<file path="src/design/dcfp_pkg.sv">
package dcfp_pkg;

    localparam logic [7:0] HDR_FIRST  = 8'hAA;
    localparam logic [7:0] HDR_SECOND = 8'h55;
    // 8-bit sum of the two header bytes, the seed of the running checksum
    localparam logic [7:0] HDR_SUM    = 8'hFF;

    localparam int FLAG_EN_BIT   = 0;
    localparam int FLAG_STOP_BIT = 1;

    typedef enum logic {
        STATUS_OK  = 1'b0,
        STATUS_BAD = 1'b1
    } t_status;

    // byte position within a frame; the count of frame bytes held so far
    typedef enum logic [2:0] {
        POS_HUNT  = 3'd0,
        POS_HDR2  = 3'd1,
        POS_SEQ   = 3'd2,
        POS_SPEED = 3'd3,
        POS_STEER = 3'd4,
        POS_FLAGS = 3'd5,
        POS_CSUM  = 3'd6
    } t_pos;

    // one checked frame, front to back
    typedef struct packed {
        logic       match;
        logic [7:0] seq;
        logic [7:0] speed;
        logic [7:0] steer;
        logic [7:0] flags;
    } t_check;

endpackage

</file>
<file path="src/design/dcfp_if.sv">
interface dcfp_in_if;
    logic       valid;
    logic       ready;
    logic [7:0] rx_byte;

    modport source (output valid, output rx_byte, input ready);
    modport sink   (input valid, input rx_byte, output ready);
endinterface

interface dcfp_out_if;
    logic              valid;
    logic              ready;
    logic              frame_status;
    logic [7:0]        cmd_sequence;
    logic signed [7:0] cmd_speed_raw;
    logic signed [7:0] cmd_steer_raw;
    logic [7:0]        cmd_flag_bits;
    logic signed [7:0] drive_speed;
    logic              steer_apply;

    modport source (output valid, output frame_status, output cmd_sequence,
                    output cmd_speed_raw, output cmd_steer_raw, output cmd_flag_bits,
                    output drive_speed, output steer_apply, input ready);
    modport sink   (input valid, input frame_status, input cmd_sequence,
                    input cmd_speed_raw, input cmd_steer_raw, input cmd_flag_bits,
                    input drive_speed, input steer_apply, output ready);
endinterface

</file>
<file path="src/design/dcfp_front.sv">
module dcfp_front (
    input  logic            i_clk,
    input  logic            i_rst_n,
    input  logic            i_valid,
    input  logic [7:0]      i_byte,
    output logic            o_ready,
    input  logic            i_q_full,
    output logic            o_push,
    output dcfp_pkg::t_check o_check
);

    dcfp_pkg::t_pos r_pos, n_pos;
    logic [7:0] r_sum, n_sum;
    logic [7:0] r_seq, r_speed, r_steer, r_flags;
    logic       accept;

    assign o_ready = !i_q_full;
    assign accept  = i_valid && o_ready;

    always_ff @(posedge i_clk) begin
        if (!i_rst_n) begin
            r_pos <= dcfp_pkg::POS_HUNT;
        end else begin
            r_pos <= n_pos;
        end
    end

    // payload capture, no reset needed
    always_ff @(posedge i_clk) begin
        if (accept) begin
            r_sum <= n_sum;
            if (r_pos == dcfp_pkg::POS_SEQ)   r_seq   <= i_byte;
            if (r_pos == dcfp_pkg::POS_SPEED) r_speed <= i_byte;
            if (r_pos == dcfp_pkg::POS_STEER) r_steer <= i_byte;
            if (r_pos == dcfp_pkg::POS_FLAGS) r_flags <= i_byte;
        end
    end

    always_comb begin
        n_pos  = r_pos;
        n_sum  = r_sum + i_byte;
        o_push = 1'b0;
        if (accept) begin
            case (r_pos)
                dcfp_pkg::POS_HUNT: begin
                    if (i_byte == dcfp_pkg::HDR_FIRST) n_pos = dcfp_pkg::POS_HDR2;
                end
                dcfp_pkg::POS_HDR2: begin
                    // mismatch drops back to hunting; the byte is not rechecked
                    n_pos = (i_byte == dcfp_pkg::HDR_SECOND) ? dcfp_pkg::POS_SEQ
                                                              : dcfp_pkg::POS_HUNT;
                    n_sum = dcfp_pkg::HDR_SUM;
                end
                dcfp_pkg::POS_SEQ:   n_pos = dcfp_pkg::POS_SPEED;
                dcfp_pkg::POS_SPEED: n_pos = dcfp_pkg::POS_STEER;
                dcfp_pkg::POS_STEER: n_pos = dcfp_pkg::POS_FLAGS;
                dcfp_pkg::POS_FLAGS: n_pos = dcfp_pkg::POS_CSUM;
                dcfp_pkg::POS_CSUM: begin
                    n_pos  = dcfp_pkg::POS_HUNT;
                    o_push = 1'b1;
                end
                default: n_pos = dcfp_pkg::POS_HUNT;
            endcase
        end
    end

    always_comb begin
        o_check.match = (r_sum == i_byte);
        o_check.seq   = r_seq;
        o_check.speed = r_speed;
        o_check.steer = r_steer;
        o_check.flags = r_flags;
    end

endmodule

</file>
<file path="src/design/dcfp_queue.sv">
module dcfp_queue #(
    parameter int DEPTH = 2
) (
    input  logic             i_clk,
    input  logic             i_rst_n,
    input  logic             i_push,
    input  dcfp_pkg::t_check i_data,
    output logic             o_full,
    input  logic             i_pop,
    output logic             o_valid,
    output dcfp_pkg::t_check o_data
);

    localparam int PW = $clog2(DEPTH);
    localparam int CW = $clog2(DEPTH + 1);

    dcfp_pkg::t_check r_mem [DEPTH];
    logic [PW-1:0] r_wr, r_rd;
    logic [CW-1:0] r_cnt;
    logic          do_push, do_pop;

    assign o_full  = (r_cnt == CW'(DEPTH));
    assign o_valid = (r_cnt != '0);
    assign o_data  = r_mem[r_rd];
    assign do_push = i_push && !o_full;
    assign do_pop  = i_pop && o_valid;

    always_ff @(posedge i_clk) begin
        if (do_push) r_mem[r_wr] <= i_data;
    end

    always_ff @(posedge i_clk) begin
        if (!i_rst_n) begin
            r_wr  <= '0;
            r_rd  <= '0;
            r_cnt <= '0;
        end else begin
            if (do_push) r_wr <= (r_wr == PW'(DEPTH - 1)) ? '0 : r_wr + 1'b1;
            if (do_pop)  r_rd <= (r_rd == PW'(DEPTH - 1)) ? '0 : r_rd + 1'b1;
            if (do_push && !do_pop)      r_cnt <= r_cnt + 1'b1;
            else if (do_pop && !do_push) r_cnt <= r_cnt - 1'b1;
        end
    end

endmodule

</file>
<file path="src/design/dcfp_back.sv">
module dcfp_back (
    input  logic              i_clk,
    input  logic              i_rst_n,
    input  logic              i_q_valid,
    input  dcfp_pkg::t_check  i_check,
    output logic              o_pop,
    output logic              o_valid,
    input  logic              i_ready,
    output logic              o_status,
    output logic [7:0]        o_seq,
    output logic signed [7:0] o_speed,
    output logic signed [7:0] o_steer,
    output logic [7:0]        o_flags,
    output logic signed [7:0] o_drive,
    output logic              o_apply
);

    logic       r_valid;
    logic       r_status;
    logic [7:0] r_seq, r_speed, r_steer, r_flags;
    logic       go;

    // the output slot frees when empty or taken this cycle
    assign o_pop = i_q_valid && (!r_valid || i_ready);

    always_ff @(posedge i_clk) begin
        if (!i_rst_n) begin
            r_valid  <= 1'b0;
            r_status <= dcfp_pkg::STATUS_OK;
            r_seq    <= '0;
            r_speed  <= '0;
            r_steer  <= '0;
            r_flags  <= '0;
        end else if (o_pop) begin
            r_valid  <= 1'b1;
            r_status <= i_check.match ? dcfp_pkg::STATUS_OK : dcfp_pkg::STATUS_BAD;
            if (i_check.match) begin
                r_seq   <= i_check.seq;
                r_speed <= i_check.speed;
                r_steer <= i_check.steer;
                r_flags <= i_check.flags;
            end
        end else if (i_ready) begin
            r_valid <= 1'b0;
        end
    end

    assign go       = r_flags[dcfp_pkg::FLAG_EN_BIT] && !r_flags[dcfp_pkg::FLAG_STOP_BIT];
    assign o_valid  = r_valid;
    assign o_status = r_status;
    assign o_seq    = r_seq;
    assign o_speed  = r_speed;
    assign o_steer  = r_steer;
    assign o_flags  = r_flags;
    assign o_drive  = go ? r_speed : 8'sd0;
    assign o_apply  = go;

endmodule

</file>
<file path="src/design/drive_command_frame_parser_top.sv">
// channel   dir  handshake        payload
// i_rx      in   valid / ready    rx_byte[7:0]
// o_frame   out  valid / ready    frame_status, cmd_sequence, cmd_speed_raw,
//                                 cmd_steer_raw, cmd_flag_bits, drive_speed, steer_apply
//
// One byte per cycle is taken while the check queue has room; a result passes
// through the queue, then the output register, after its checksum byte.
// The front keeps a running 8-bit sum, so the checksum compare is one add deep.
// Reset (i_rst_n low, synchronous) returns to header hunting, clears the stored
// command and the queue. An output stall backs up the queue; i_rx.ready drops
// only when QUEUE_DEPTH checked frames are waiting.
module drive_command_frame_parser_top #(
    parameter int QUEUE_DEPTH = 2  // checked frames buffered, 2 or more
) (
    input  logic        i_clk,
    input  logic        i_rst_n,
    dcfp_in_if.sink     i_rx,
    dcfp_out_if.source  o_frame
);

    logic             q_full;
    logic             push;
    logic             pop;
    logic             q_valid;
    dcfp_pkg::t_check push_check;
    dcfp_pkg::t_check pop_check;

    // front: header hunt, byte collection, running checksum
    dcfp_front u_front (
        .i_clk    (i_clk),
        .i_rst_n  (i_rst_n),
        .i_valid  (i_rx.valid),
        .i_byte   (i_rx.rx_byte),
        .o_ready  (i_rx.ready),
        .i_q_full (q_full),
        .o_push   (push),
        .o_check  (push_check)
    );

    // checked frames waiting for the back end
    dcfp_queue #(
        .DEPTH (QUEUE_DEPTH)
    ) u_queue (
        .i_clk   (i_clk),
        .i_rst_n (i_rst_n),
        .i_push  (push),
        .i_data  (push_check),
        .o_full  (q_full),
        .i_pop   (pop),
        .o_valid (q_valid),
        .o_data  (pop_check)
    );

    // back: command store, drive gating, output register
    dcfp_back u_back (
        .i_clk     (i_clk),
        .i_rst_n   (i_rst_n),
        .i_q_valid (q_valid),
        .i_check   (pop_check),
        .o_pop     (pop),
        .o_valid   (o_frame.valid),
        .i_ready   (o_frame.ready),
        .o_status  (o_frame.frame_status),
        .o_seq     (o_frame.cmd_sequence),
        .o_speed   (o_frame.cmd_speed_raw),
        .o_steer   (o_frame.cmd_steer_raw),
        .o_flags   (o_frame.cmd_flag_bits),
        .o_drive   (o_frame.drive_speed),
        .o_apply   (o_frame.steer_apply)
    );

endmodule

</file>
<file path="src/flat_wrapper.sv">
// flat-port wrapper written by rule: the top's interface ports become plain ports
module drive_command_frame_parser_top_flat 
#(
    parameter int QUEUE_DEPTH = 2                                       
)
  (i_clk, i_rst_n, i_rx_valid, i_rx_rx_byte, i_rx_ready, o_frame_valid, o_frame_frame_status, o_frame_cmd_sequence, o_frame_cmd_speed_raw, o_frame_cmd_steer_raw, o_frame_cmd_flag_bits, o_frame_drive_speed, o_frame_steer_apply, o_frame_ready);
  dcfp_in_if i_rx_i ();
  dcfp_out_if o_frame_i ();
  input  logic i_clk;
  input  logic i_rst_n;
  input wire logic [$bits(i_rx_i.valid)-1:0] i_rx_valid;
  input wire logic [$bits(i_rx_i.rx_byte)-1:0] i_rx_rx_byte;
  output wire logic [$bits(i_rx_i.ready)-1:0] i_rx_ready;
  output wire logic [$bits(o_frame_i.valid)-1:0] o_frame_valid;
  output wire logic [$bits(o_frame_i.frame_status)-1:0] o_frame_frame_status;
  output wire logic [$bits(o_frame_i.cmd_sequence)-1:0] o_frame_cmd_sequence;
  output wire logic [$bits(o_frame_i.cmd_speed_raw)-1:0] o_frame_cmd_speed_raw;
  output wire logic [$bits(o_frame_i.cmd_steer_raw)-1:0] o_frame_cmd_steer_raw;
  output wire logic [$bits(o_frame_i.cmd_flag_bits)-1:0] o_frame_cmd_flag_bits;
  output wire logic [$bits(o_frame_i.drive_speed)-1:0] o_frame_drive_speed;
  output wire logic [$bits(o_frame_i.steer_apply)-1:0] o_frame_steer_apply;
  input wire logic [$bits(o_frame_i.ready)-1:0] o_frame_ready;
  assign i_rx_i.valid = i_rx_valid;
  assign i_rx_i.rx_byte = i_rx_rx_byte;
  assign i_rx_ready = i_rx_i.ready;
  assign o_frame_valid = o_frame_i.valid;
  assign o_frame_frame_status = o_frame_i.frame_status;
  assign o_frame_cmd_sequence = o_frame_i.cmd_sequence;
  assign o_frame_cmd_speed_raw = o_frame_i.cmd_speed_raw;
  assign o_frame_cmd_steer_raw = o_frame_i.cmd_steer_raw;
  assign o_frame_cmd_flag_bits = o_frame_i.cmd_flag_bits;
  assign o_frame_drive_speed = o_frame_i.drive_speed;
  assign o_frame_steer_apply = o_frame_i.steer_apply;
  assign o_frame_i.ready = o_frame_ready;
  drive_command_frame_parser_top #(.QUEUE_DEPTH(QUEUE_DEPTH)) u_core (.i_clk(i_clk), .i_rst_n(i_rst_n), .i_rx(i_rx_i), .o_frame(o_frame_i));
endmodule
</file>
<file path="config.mk">
export PLATFORM = sky130hd
export DESIGN_NAME = drive_command_frame_parser_top_flat
export DESIGN_NICKNAME = d
export VERILOG_FILES = /design/src/design/dcfp_pkg.sv /design/src/design/dcfp_if.sv /design/src/design/dcfp_front.sv /design/src/design/dcfp_queue.sv /design/src/design/dcfp_back.sv /design/src/design/drive_command_frame_parser_top.sv /design/src/flat_wrapper.sv
export SDC_FILE = /design/constraint.sdc
export NUM_CORES = 1
export LEC_CHECK = 0
export BUFFER_PORTS_ARGS = -buffer_cell sky130_fd_sc_hd__buf_2
export CAP_MARGIN = 20
export CORE_UTILIZATION = 52
export DETAILED_ROUTE_END_ITERATION = 16
export GPL_TIMING_DRIVEN = 1
export PLACE_DENSITY_LB_ADDON = 0.25
export SYNTH_ARGS = -nofsm -noshare
export SYNTH_HDL_FRONTEND = slang
export SYNTH_HIERARCHICAL = 1
export SYNTH_SLANG_ARGS = --single-unit
export TNS_END_PERCENT = 30
</file>
<file path="constraint.sdc">
create_clock -name i_clk -period 4.4 [get_ports i_clk]
set_input_delay 0.88 -clock i_clk [delete_from_list [all_inputs] [get_ports i_clk]]
set_output_delay 0.88 -clock i_clk [all_outputs]
set_load 0.02 [all_outputs]
</file>
==> impl_metrics.csv, run 1 <==
group,metric,value,unit
run_status,outcome,"finished, final reports clean",
synthesis,ys_ff_latch,148,
layout,fin_area,6900,sq um
layout,instances_no_fill,626,
place,gp_congestion,0.739,
pwr,pwr-share-clk,46.8,%
grt,use_met1,22.9,%
setup_path,cp_max_fo,34,
run,drv_cap,0,
clock_network,cts_buffers,17,
clock_network,cts_tree,"yes",
sta,hold_violations,0,
pwr,internal-power,2530,uW
pwr,power.density,459,nW/um^2
sta,max_freq,0.387,GHz
die,core,11000,sq um
sta,finalSetupTns,0,ns
route,ant_nets,0,
route,routed_wl,10200,um
layout,final_nets,494,
pwr,vdd_drop_max,0.000293,V
die,start_util,53.9,%
pwr,seqPwrFrac,47.9,%
die,die_h,109,um
clock_network,clk_latency,0.41,ns
layout,insertedDiodeCount,0,
pwr,power_switching,638,uW
sta,rsz0062_at_grt,"no",
sta,drv_slew,0,
synthesis,netlist-cell-type-count,55,
sta,whs,0.442,ns
worst_hold_path,hold_path.class,"reg -> reg",
route,post_drt_wl_per_cell,16.2,um
grt,track_usage,18.7,%
grt,grt_max_degree,39,
place,post-dp-hpwl,6480,um
grt,grt_busiest_layer,"met2",
grt,gr-total-overflow,0,
setup_path,end_kind,"flip-flop",
clock_network,clk_pin_slew,0.06,ns
place,dp_cells,594,
sta,worst_pin_slew,0.784,ns
synthesis,syn-num-nets,433,
grt,grt_pass1_vias,3286,
synthesis,synth-main-ff-cell,"edfxtp_1",
setup_path,path_class,"reg -> reg",
route,dr.pass1.iters,6,
clock_network,ctsLongestPathBuffers,2,
route,num_vias,3307,
clock_network,root_buffer,"clkbuf_16",
grt,antenna_found_initial,0,
pwr,power_frac_comb,5.3,%
clock_network,post_cts_buffers,0,
clock_network,cts-hold-fix-buffers,0,
synthesis,syn_avg_cell_area,14.4,sq um
layout,area_delta_synth_final,16.6,%
layout,drive_above_1_share,28.0,%
sta,setup_viol,0,
grt,use_met2,31.1,%
sta,min_period,2.58,ns
route,drt_iter0_markers,174,
setup_path,cp-start-kind,"flip-flop",
pwr,switching_share,20.2,%
grt,gr-usage-met3,4.36,%
die,die_area,11800,sq um
clock_network,clock_sinks,148,
setup_path,critPathRequiredTime,4.45,ns
sta,clock_skew,0.00628,ns
synthesis,synth_edf_count,106,
sta,timing.max_slew.rel_slack,47.5,%
clock_network,htreeDepth,4,
die,placement_rows,38,
pwr,leakagePower,0.00251,uW
synthesis,yosysWarnings,6,
synthesis,ys_seq_area_share,68.0,%
die,boundaryPins,56,
route,avgViaCountPerCell,5.28,
route,drc,0,
synthesis,async_flop_share,0,%
place,placed_area,6280,sq um
sta,period_share,58.7,%
clock_network,cts_resized,0,
synthesis,synthesis.area,5910,sq um
die,die_w,109,um
setup_path,cp_data_arrival_time,2.63,ns
grt,grt_pass1_wl,15900,um
place,portBuffers,55,
layout,post-route-util,62.8,%
synthesis,synthCells,412,
## sequential cells by signal (all words and copies together), names as in the netlist, 2 cells and up, named ones only
register,flops
u_core/u_back/o_flags,8
u_core/u_back/o_seq,8
u_core/u_back/o_speed,8
u_core/u_back/o_steer,8
u_core/u_front/r_flags,8
u_core/u_front/r_pos,3
u_core/u_front/r_seq,8
u_core/u_front/r_speed,8
u_core/u_front/r_steer,8
u_core/u_front/r_sum,8
u_core/u_queue/r_cnt,2
u_core/u_queue/r_mem,66
## cell families (layout without fill, tap and decap cells)
group                    Yosys count  after routing  synth area share [%]
adder cells (fa/ha/maj)            9              9                  2.03
multiplexers                      66             66                  11.9
flip-flops                       148            148                  68.0
AO/OA/AOI/OAI                     35             35                  3.98
AND/OR/NAND/NOR                  121            121                  10.5
XOR/XNOR                           4              4                 0.592
buffers and inverters             29            103                  2.98
## stage by stage
stage,setup slack (ns),power [uW]
6_report,1.82,3160
5_1_grt,1.62,3270
4_1_cts,1.73,3190
3_5_place_dp,1.53,1710
3_3_place_gp,1.59,1700
2_1_floorplan,0.922,1670
## layout make-up
class                           instances  area (sq um)
Clock buffer                           19           433
Clock inverter                         13           184
Fill cell                             797          4090
Inverter                                9          33.8
Multi-Input combinational cell        235          1720
Sequential cell                       148          4020
Tap cell                              140           175
Timing Repair Buffer                   62           328
## final timing paths
kind                                   from                          to  slack, ns  cells past startpoint
setup / recovery    u_core/u_queue/r_cnt[0]  u_core/u_queue/r_mem[0][5]       1.82                      9
hold / removal    u_core/u_front/r_steer[0]  u_core/u_queue/r_mem[0][8]       0.44                      0
setup reg to reg    u_core/u_queue/r_cnt[0]  u_core/u_queue/r_mem[0][5]       1.82                      9
hold reg to reg   u_core/u_front/r_steer[0]  u_core/u_queue/r_mem[0][8]       0.44                      0
## layer usage
| layer | routed length [um] | up-vias |
|---|---|---|
| li1 | - | 1611 |
| met1 | 4460 | 1591 |
| met5 | 0 | - |
| met4 | 167 | 0 |
| met2 | 5020 | 90 |
| met3 | 521 | 15 |
## cells in the final DEF (no fill, tap or decap), types with 5 or more instances in the layout
cell / n
mux2_2: 34
mux2i_1: 32
buf_4: 7
buf_2: 55
a21oi_1: 5
nand2_1: 70
inv_1: 8
and2_1: 12
edfxtp_1: 106
o21ai_0: 7
ha_1: 8
dfxtp_1: 42
clkbuf_16: 17
## power groups by stage
stage / clock network, uW / registers, uW / logic (uW)
floorplan: 0 / 1540 / 125
global placement: 0 / 1540 / 162
detailed placement: 0 / 1540 / 166
CTS: 1500 / 1510 / 168
global route: 1560 / 1510 / 187
finish: 1480 / 1510 / 168
## Yosys cell counts (4+ instances only)
master	instances	area (sq um)
edfxtp_1	106	3180
nand2_1	70	263
dfxtp_1	42	841
mux2_2	34	383
mux2i_1	32	320
and2_1	12	75.1
buf_2	9	45.0
ha_1	8	100
inv_1	8	30.0
clkbuf_1	7	26.3
o21ai_0	7	35.0
a21oi_1	5	25.0
nand2b_1	4	25.0
nor2_1	4	15.0
nor2b_1	4	25.0
nor3_1	4	20.0
o21a_1	4	30.0
## critical path, cell delays in order (launching register included)
cell      delay (ns)
dfxtp_1         0.41
nand2b_1        0.19
inv_2           0.08
nor2b_1         0.12
buf_4           0.22
nand2_1         0.13
nor3b_1         0.29
inv_1           0.14
nor3_4          0.18
buf_4           0.44
(Power assumes the default switching activity.)
==> run 2, diff against run 1 <==
==> constraint.sdc (replaced) <==
create_clock -name i_clk -period 2.7 [get_ports i_clk]
set_input_delay 0.54 -clock i_clk [delete_from_list [all_inputs] [get_ports i_clk]]
set_output_delay 0.54 -clock i_clk [all_outputs]
set_load 0.02 [all_outputs]
==> impl_metrics.csv, run 2 (synthesis gave the netlist of run 1 again) <==
group,metric,value,unit
route,dr.pass1.iters,5,
clock_network,clock_sinks,148,
grt,track_usage,19.5,%
clock_network,cts-hold-fix-buffers,0,
route,drc,0,
sta,setup_viol,0,
layout,largest_reg_flops,66,
layout,fin_area,6910,sq um
grt,gr-total-overflow,0,
route,drt_iter0_markers,195,
layout,area_delta_synth_final,16.8,%
route,avgViaCountPerCell,5.25,
die,core,11000,sq um
place,gp_congestion,0.833,
sta,timing.max_slew.rel_slack,53.4,%
clock_network,cts_buffers,17,
setup_path,r2r_cells,10,
route,routed_wl,10300,um
layout,layout_common_cells,"106 x edfxtp_1, 70 x nand2_1, 55 x buf_2",
setup_path,end_kind,"flip-flop",
run,drv_cap,0,
setup_path,r2r_end,"u_core/u_queue/r_cnt[1]",
worst_hold_path,hold_path.class,"in -> reg",
clock_network,htreeDepth,4,
grt,grt_max_degree,75,
setup_path,slowest_delay,0.42,ns
die,start_util,53.9,%
sta,max_freq,0.416,GHz
sta,period_share,89.0,%
route,post_drt_wl_per_cell,16.4,um
sta,finalSetupTns,0,ns
die,die_area,11800,sq um
sta,drv_slew,0,
clock_network,post_cts_buffers,0,
pwr,vdd_drop_max,0.000467,V
setup_path,ff2ff_setup_slack,0.30,ns
sta,min_period,2.40,ns
die,die_w,109,um
setup_path,critPathTopFamily,"simple AND/OR/NAND/NOR gates",
pwr,leakagePower,0.00252,uW
setup_path,cp.depth,10,
run_status,outcome,"finished, final reports clean",
setup_path,worstPathBufferInverterCount,2,
setup_path,cp-start-kind,"flip-flop",
sta,rsz0062_at_grt,"no",
layout,final_nets,496,
die,placement_rows,38,
layout,register_area,4020,sq um
setup_path,path_class,"reg -> reg",
layout,final_common_cell,"edfxtp_1",
clock_network,clk_latency,0.42,ns
grt,grt_pass1_vias,3265,
setup_path,crit_path_start,"u_core/u_queue/r_cnt[0]",
sta,worst_pin_slew,0.699,ns
clock_network,root_buffer,"clkbuf_16",
die,boundaryPins,56,
layout,insertedDiodeCount,0,
setup_path,cp_max_fo,5,
clock_network,ctsLongestPathBuffers,2,
sta,hold_violations,0,
layout,regMostFlops,"u_core/u_queue/r_mem",
setup_path,rr_startpoint,"u_core/u_queue/r_cnt[0]",
route,num_vias,3295,
setup_path,endpoint,"u_core/u_queue/r_cnt[1]",
route,ant_nets,0,
setup_path,cp_data_arrival_time,2.74,ns
place,portBuffers,55,
clock_network,cts_resized,0,
layout,num-fill-cells,809,
grt,antenna_found_initial,0,
setup_path,critPathRequiredTime,3.04,ns
clock_network,cts_tree,"yes",
grt,grt_pass1_wl,16500,um
place,placed_area,6310,sq um
layout,multi_input_area,1720,sq um
setup_path,crit_chain,"nand2b_1 > inv_2 > nor2b_1 > nand2_1 > nor3b_1 > inv_1 > nor2_1 > ha_1 > or3_1 > a21boi_1",
setup_path,slowest_stage,"dfxtp_1",
pwr,power.density,742,nW/um^2
clock_network,clk_pin_slew,0.06,ns
layout,drive_above_1_share,27.7,%
die,die_h,109,um
sta,clock_skew,0.00863,ns
place,post-dp-hpwl,6250,um
==> run 2: cell count changes in the layout (fill, tap and decap cells not counted), sizes merged <==
cell | previous run | this run
buf | 62 | 64
clkbuf | 19 | 20
clkinvlp | 3 | 2
==> run 2: through the flow <==
step                      cells  utilization (%)  setup WS (ns)  hold WS [ns]  power, uW
after floorplan             412                -         0.0404         0.421       2720
after global routing        628             62.9          0.113         0.406       5310
after global placement      596             57.4          0.470         0.424       2780
after detailed placement    596             57.4          0.330         0.437       2790
final                       628             62.9          0.297         0.403       5120
after CTS                   628             62.9          0.304         0.381       5180
==> run 2: per-layer routing <==
| layer | global-route usage [%] | wire, um |
|---|---|---|
| met3 | 5.56 | 277 |
| met2 | 29.8 | 5050 |
| met4 | 10.2 | 195 |
| met5 | 0 | 0 |
| met1 | 25.3 | 4750 |
==> run 2: worst register-to-register path, stage by stage (launching register included) <==
cell	delay, ns
dfxtp_1	0.42
nand2b_1	0.18
inv_2	0.08
nor2b_1	0.16
nand2_1	0.13
nor3b_1	0.30
inv_1	0.14
nor2_1	0.16
ha_1	0.28
or3_1	0.35
a21boi_1	0.15
==> run 2: worst min path at each step <==
stage | startpoint | end | cells past startpoint
floorplan | u_core/u_front/r_flags[0] | u_core/u_queue/r_mem[0][0] | 0
CTS | i_rx_rx_byte[2] | u_core/u_front/r_steer[2] | 1
global route | i_rx_rx_byte[0] | u_core/u_front/r_steer[0] | 1
global placement | u_core/u_front/r_seq[7] | u_core/u_queue/r_mem[0][31] | 0
finish | i_rx_rx_byte[2] | u_core/u_front/r_steer[2] | 1
detailed placement | u_core/u_front/r_seq[4] | u_core/u_queue/r_mem[0][28] | 0
==> run 2: cell type report <==
cell class | count | share of cell area, %
Clock buffer | 20 | 6.32
Clock inverter | 12 | 2.35
Inverter | 9 | 0.489
Multi-Input combinational cell | 235 | 24.9
Sequential cell | 148 | 58.3
Tap cell | 140 | 2.54
Timing Repair Buffer | 64 | 5.14
==> run 2: power by group <==
part | internal [uW] | switching, uW | total, uW
Sequential | 2460 | 11.7 | 2470
Combinational | 115 | 160 | 275
Clock | 1530 | 848 | 2380
